### config.mk
export PLATFORM = sky130hd
export DESIGN_NAME = wnps_div
export DESIGN_NICKNAME = d
export VERILOG_FILES = /design/src/sv/wnps_pkg.sv /design/src/sv/wnps_div.sv
export SDC_FILE = /design/constraint.sdc
export NUM_CORES = 2
export LEC_CHECK = 0
export BUFFER_PORTS_ARGS = -buffer_cell sky130_fd_sc_hd__buf_2
export CAP_MARGIN = 40
export CORE_MARGIN = 2
export CORE_UTILIZATION = 45
export CTS_CLUSTER_SIZE = 12
export DETAILED_ROUTE_END_ITERATION = 6
export GPL_TIMING_DRIVEN = 0
export SYNTH_ARGS = -nofsm -noshare
export SYNTH_HDL_FRONTEND = slang
export SYNTH_SLANG_ARGS = --single-unit
### constraint.sdc
create_clock -name clk -period 4.1 [get_ports clk]
set_input_delay 0.82 -clock clk [delete_from_list [all_inputs] [get_ports clk]]
set_output_delay 0.82 -clock clk [all_outputs]
set_load 0.005 [all_outputs]
### src/sv/wnps_pkg.sv
// Shared types and constants for the weighted nearest point search core.
// Used by wnps_div and weighted_nearest_point_search_core; no dependencies.
package wnps_pkg;

  localparam int MAX_DIMS    = 8;
  localparam int MAX_POINTS  = 1024;
  localparam int VALUE_BITS  = 32;
  localparam int DIM_W       = $clog2(MAX_DIMS);
  localparam int PNT_W       = $clog2(MAX_POINTS);
  localparam int ADDR_W      = PNT_W + DIM_W;
  localparam int ERR_W       = VALUE_BITS - 1;
  localparam int MAG_W       = VALUE_BITS + 1;
  localparam int QUOT_W      = 32;
  localparam int DIST_W      = 64;
  localparam int FRAC_BITS   = 16;
  localparam int DIMS_CFG_W  = 4;
  localparam int PNTS_CFG_W  = 11;

  localparam logic [2:0] REG_DIMS_IN_USE   = 3'd0;
  localparam logic [2:0] REG_POINTS_IN_USE = 3'd4;

  typedef enum logic [1:0] {
    ST_IDLE,
    ST_WALK,
    ST_DRAIN,
    ST_EMIT
  } state_t;

  // Bookkeeping that travels with one point-coordinate through the pipeline.
  typedef struct packed {
    logic             first_dim;
    logic             last_dim;
    logic             fin;
    logic [PNT_W-1:0] pidx;
  } tag_t;

endpackage

### src/sv/wnps_div.sv
// Pipelined restoring divider: quotient of (mag * 2^16) / err, one bit per stage.
// Flags saturation when err is zero or the quotient would not fit 32 bits.
// Depends on wnps_pkg.
module wnps_div import wnps_pkg::*; (
  input  logic              clk,
  input  logic              rst,
  input  logic              in_valid,
  input  logic [MAG_W-1:0]  in_mag,
  input  logic [ERR_W-1:0]  in_err,
  input  tag_t              in_tag,
  output logic              out_valid,
  output logic [QUOT_W-1:0] out_quot,
  output logic              out_sat,
  output tag_t              out_tag
);

  logic              st_valid [0:QUOT_W];
  logic [ERR_W-1:0]  st_rem   [0:QUOT_W];
  logic [QUOT_W-1:0] st_q     [0:QUOT_W];
  logic [ERR_W-1:0]  st_err   [0:QUOT_W];
  logic              st_sat   [0:QUOT_W];
  tag_t              st_tag   [0:QUOT_W];

  logic [ERR_W-1:0] mag_high;

  assign mag_high = ERR_W'(in_mag[MAG_W-1:FRAC_BITS]);

  // The quotient fits 32 bits exactly when the upper dividend part is below err,
  // which also keeps every partial remainder below err.
  always_ff @(posedge clk) begin
    logic [ERR_W:0] trial;
    if (rst) begin
      st_valid[0] <= 1'b0;
    end else begin
      st_valid[0] <= in_valid;
    end
    st_rem[0] <= mag_high;
    st_q[0]   <= {in_mag[FRAC_BITS-1:0], {(QUOT_W-FRAC_BITS){1'b0}}};
    st_err[0] <= in_err;
    st_sat[0] <= (in_err == '0) || (mag_high >= in_err);
    st_tag[0] <= in_tag;
    for (int k = 0; k < QUOT_W; k++) begin
      trial = {st_rem[k], st_q[k][QUOT_W-1]};
      if (rst) begin
        st_valid[k+1] <= 1'b0;
      end else begin
        st_valid[k+1] <= st_valid[k];
      end
      if (trial >= {1'b0, st_err[k]}) begin
        st_rem[k+1] <= ERR_W'(trial - {1'b0, st_err[k]});
        st_q[k+1]   <= {st_q[k][QUOT_W-2:0], 1'b1};
      end else begin
        st_rem[k+1] <= trial[ERR_W-1:0];
        st_q[k+1]   <= {st_q[k][QUOT_W-2:0], 1'b0};
      end
      st_err[k+1] <= st_err[k];
      st_sat[k+1] <= st_sat[k];
      st_tag[k+1] <= st_tag[k];
    end
  end

  assign out_valid = st_valid[QUOT_W];
  assign out_quot  = st_q[QUOT_W];
  assign out_sat   = st_sat[QUOT_W];
  assign out_tag   = st_tag[QUOT_W];

endmodule

; After elaboration in Yosys (flattened, before gate mapping)
; Memories as Yosys holds them, arrays and structs flattened.
; Index checks and enable logic that the tools add are counted.
; Widths: inputs -> output; s select.
[op_classes]
magnitude_cmp = 33
n_reduce_logical = 2
mux = 196
n_addsub = 32
bitwise_logic = 97
[ops]
columns = op, n
row1 = $ge 32x31->1, 32
row2 = $mux 32, 32
row3 = $mux 31, 32
row4 = $sub 31x31->31, 32
row5 = $mux 1, 132
row6 = $or 1x1->1, 97
row7 = $ge 17x31->1, 1
row8 = $logic_not 31->1, 1
row9 = $logic_or 1x1->1, 1
[word_totals]
memories = 6
wordCells = 366
in_bits = 80
mem_bits_rw = 3597
regBits = 0
output_inout_bits = 47
[memory_table]
columns = name, words, width, rd, rd_ports_with_merged_regs, write_ports, line
row1 = st_q, 33, 32, 33, 0, 33, wnps_div.sv:19  ; logic [QUOT_W-1:0] st_q [0:QUOT_W];
row2 = st_err, 33, 31, 32, 0, 33, wnps_div.sv:20  ; logic [ERR_W-1:0] st_err [0:QUOT_W];
row3 = st_rem, 33, 31, 32, 0, 33, wnps_div.sv:18  ; logic [ERR_W-1:0] st_rem [0:QUOT_W];
row4 = st_tag, 33, 13, 33, 0, 33, wnps_div.sv:22  ; tag_t st_tag [0:QUOT_W];
row5 = st_sat, 33, 1, 33, 0, 33, wnps_div.sv:21  ; logic st_sat [0:QUOT_W];
row6 = st_valid, 33, 1, 33, 0, 33, wnps_div.sv:17  ; logic st_valid [0:QUOT_W];

; Depth between registers and ports, before layout
; An unclocked memory read counts as a cell.
[depth]
depth_word = 5
ltp_mapped = 17

; Least setup slack after synthesis
; No wires, ideal clock.
[synth_path]
path_kind = reg2reg
from = memory st_q[0][31]
to = memory st_rem[1][10] (netlist name)
path_slack_ns = 0.621
required_time_ns = 3.979
path_stages_with_launch = 17
setup_time_ns = 0.121
t_arrival_ns = 3.358
cell_sequence = dfxtp_1 inv_1 ha_1 inv_1 fa_1 a21o_1 a21o_1 a21o_1 a21oi_1 o21bai_1 a21oi_1 o31a_1 a21oi_1 or3_1 o211ai_2 buf_4 mux2_2
[synth_lines]
columns = item, line
row1 = from (decl), wnps_div.sv:19
row2 = to (decl), wnps_div.sv:18

==> reports/summary.txt <==
met2 usage -> 37.31%
GP Congestion -> 0.9404
depth of the most critical reg-to-reg path -> 14
row cnt -> 192
Synth top area share -> 50.62%
Area Growth Syn to Fin -> 13.57%
Lkg Pwr -> 65.60 nW
Max Cap Violations -> 0
fin cells -> 16700
top-count cell post-synth -> dfxtp_1
drt wl/cell -> 18.28 um
met3 usage -> 2.519%
Placed Cells -> 16080
I/O Buffers -> 126
DRC Markers -> 0
# nets final -> 14020
Root Driver -> clkbuf_16
Die H -> 528.4 um
post-synth cell types -> 94
Synth Register Bits -> 3129
P_int -> 72.26 mW
GRT busiest layer -> met2
maximum clock rate -> 0.2536 GHz
number of I/O pins -> 127
register area share after synthesis -> 50.62%
Critical Path Sink Type -> flip-flop
Worst VDD drop -> 0.0004117 V
fin crit share -> 96.18%
Worst Skew -> 0.05345 ns
Pre-antenna DRT Iters -> 6
share of layout cells above drive strength 1 -> 9.158%
sw frac -> 36.04%
Setup violations, final -> 0
setup TNS -> 0 ns
total power -> 113.0 mW
final WL -> 305300 um
final hold violation count -> 0
CTS tree -> yes
Synth Instances -> 12360
required time worst endpoint -> 4.87 ns
Die X -> 528.4 um
Die ar. -> 279200 um2
largest net degree at the start of global routing -> 15
H-tree depth -> 5
met1 GRT Util -> 27.64%
post-synthesis async set-or-reset flop share -> 0%
syn avg cell area -> 10.01 um2
outcome -> complete, no violations
final slew viol count -> 0
Via Count -> 86990
pwr dens -> 803.9 nW/um2
initial antenna violation count -> 7
Crit Path Class -> flip-flop to flip-flop
post-synthesis net count -> 13470
Worst Hold Path Cells -> 1
Overflow after GRT -> 0
Worst setup SP type -> flip-flop
antenna-violating nets left -> 0
fin worst setup slack -> 0.1566 ns
switching power -> 40.72 mW
initial core utilization -> 45.23%
top cells by count, synth -> dfxtp_1 (3129), inv_1 (1256), ha_1 (995)
worst-case clock buffer depth -> 4
largest area contributor in the netlist -> dfxtp_1
Clk pwr share -> 25.1%
Synth warnings -> 0
DR iter-0 viols -> 5322
min Tclk post-route -> 3.943 ns
DP HPWL -> 239100 um
CP Data Arrival Time -> 4.71 ns
vias in the first global route -> 86590
Worst slew margin -> 32.84%
Worst-Margin Slew -> 0.9934 ns
sequential cell fraction of total power -> 35.9%
GRT Util Overall -> 21.42%
Sink Count -> 3129
TritonCTS Buffers -> 331
clk slew on worst S/H paths -> 0.06 ns
Post-synth EDFFs -> 0
Netlist Area Pre-Place -> 123700 um2
Clock Latency Late Sink -> 0.93 ns
Comb pwr share -> 39.0%
crit-path max FO -> 10
ys flop type -> dfxtp_1
core box area -> 273600 um2
Worst Hold Class -> input port to flip-flop
Post-Place Setup Slack -> -0.7360 ns
first-pass GRT wire length -> 478000 um
dominant cells by area after synthesis -> dfxtp_1 (51%), ha_1 (10%), inv_1 (3.8%), a21oi_1 (3.6%), a21o_1 (3.4%)
routed vias/inst -> 5.209
[worst paths after layout]
path / from / end / slack [ns]
max: st_err[0][558] / st_rem[19][28] / 0.16
min: in_mag[31] / st_rem[0][15] / 0.08
max reg2reg: st_err[0][558] / st_rem[19][28] / 0.16
min reg2reg: st_q[3][2] / st_q[4][3] / 0.31
[through the flow]
step           utilization [%]  hold WS (ns)  instance area, um2
3_5_place_dp             47.11        0.3121              128900
2_1_floorplan                -        0.3096              123700
3_3_place_gp             47.10        0.3095              128900
5_1_grt                  51.36       0.02974              140500
4_1_cts                  51.20      0.003831              140100
6_report                 51.36       0.08210              140500
[cell usage in the layout (no fill, tap or decap), types with 149 or more instances in the layout]
| master | instances |
|---|---|
| dfxtp_1 | 3128 |
| inv_1 | 1255 |
| ha_1 | 995 |
| a21oi_1 | 878 |
| nand2_1 | 807 |
| o21ai_0 | 708 |
| nor2_1 | 581 |
| a21o_1 | 553 |
| xnor2_1 | 450 |
| mux2_2 | 345 |
| clkbuf_16 | 336 |
| xor2_1 | 327 |
| clkbuf_1 | 189 |
| nor2b_1 | 188 |
| nand4_1 | 163 |
| buf_2 | 151 |
| nand3_1 | 149 |
[cell families (layout without fill, tap and decap cells)]
| family | Yosys count | in the layout | synth area share, % |
|---|---|---|---|
| xor gates and xnor gates | 777 | 777 | 5.499 |
| other | 0 | 8 | 0 |
| muxes | 371 | 371 | 3.353 |
| adders and majority gates | 1026 | 1026 | 10.56 |
| buffers and inverters | 1493 | 2234 | 4.592 |
| and+or+nand+nor | 2482 | 2482 | 9.608 |
| AOI/OAI and AO/OA | 3084 | 3084 | 15.77 |
| DFF | 3129 | 3129 | 50.62 |
[state kept, by name (all words and copies together) (netlist names)]
name,flops
st_sat,33
st_rem,978
st_q,664
st_valid,33
st_tag,429
st_err,992
[what timing repair did]
item | 4_1_cts | 5_1_grt
pin swaps | 2 | 11
endpoints found under the hold margin | 71 | 0
setup endpoints to repair | 436 | 619
gates resized for setup | 66 | 128
hold buffers | 71 | 0
gates cloned | 0 | 0
setup buffers | 2 | 17
[layer usage]
metal / vias to the layer above / share of wire, %
met4: 0 / 3.1
met2: 1898 / 48
li1: 43510 / -
met1: 41020 / 45
met5: - / 0
met3: 556 / 4.3
[cell type report]
| type | instances | area (um2) |
|---|---|---|
| clock inverters | 76 | 952.2 |
| diodes | 8 | 20.02 |
| flip-flops and latches | 3129 | 62640 |
| repair buffers | 222 | 1543 |
| clock buffers | 447 | 9335 |
| multi-input cells | 7740 | 55730 |
| plain buffers | 230 | 1091 |
| well taps | 3589 | 4491 |
| fillers | 24880 | 133100 |
| inverters | 1259 | 4737 |
[critical path, cell delays in order, from the launching register on]
cell	delay, ns
dfxtp_1	0.35
inv_1	0.09
fa_1	0.43
a21o_1	0.21
a21oi_2	0.17
nor2b_1	0.06
o21a_1	0.20
o41a_1	0.37
a311o_1	0.45
a31oi_4	0.34
o31ai_1	0.21
a21oi_4	0.21
buf_12	0.14
buf_6	0.17
mux2_2	0.39
[power groups by stage]
stage / Combinational [mW] / Clock [mW] / Sequential, mW
2_1_floorplan: 32.6 / 0 / 39.3
3_3_place_gp: 42.6 / 0 / 41.3
3_5_place_dp: 42.9 / 0 / 41.3
4_1_cts: 43.6 / 29.3 / 40.7
5_1_grt: 49.1 / 30.4 / 41.2
6_report: 44.1 / 28.3 / 40.6
(Power assumes the default switching activity.)
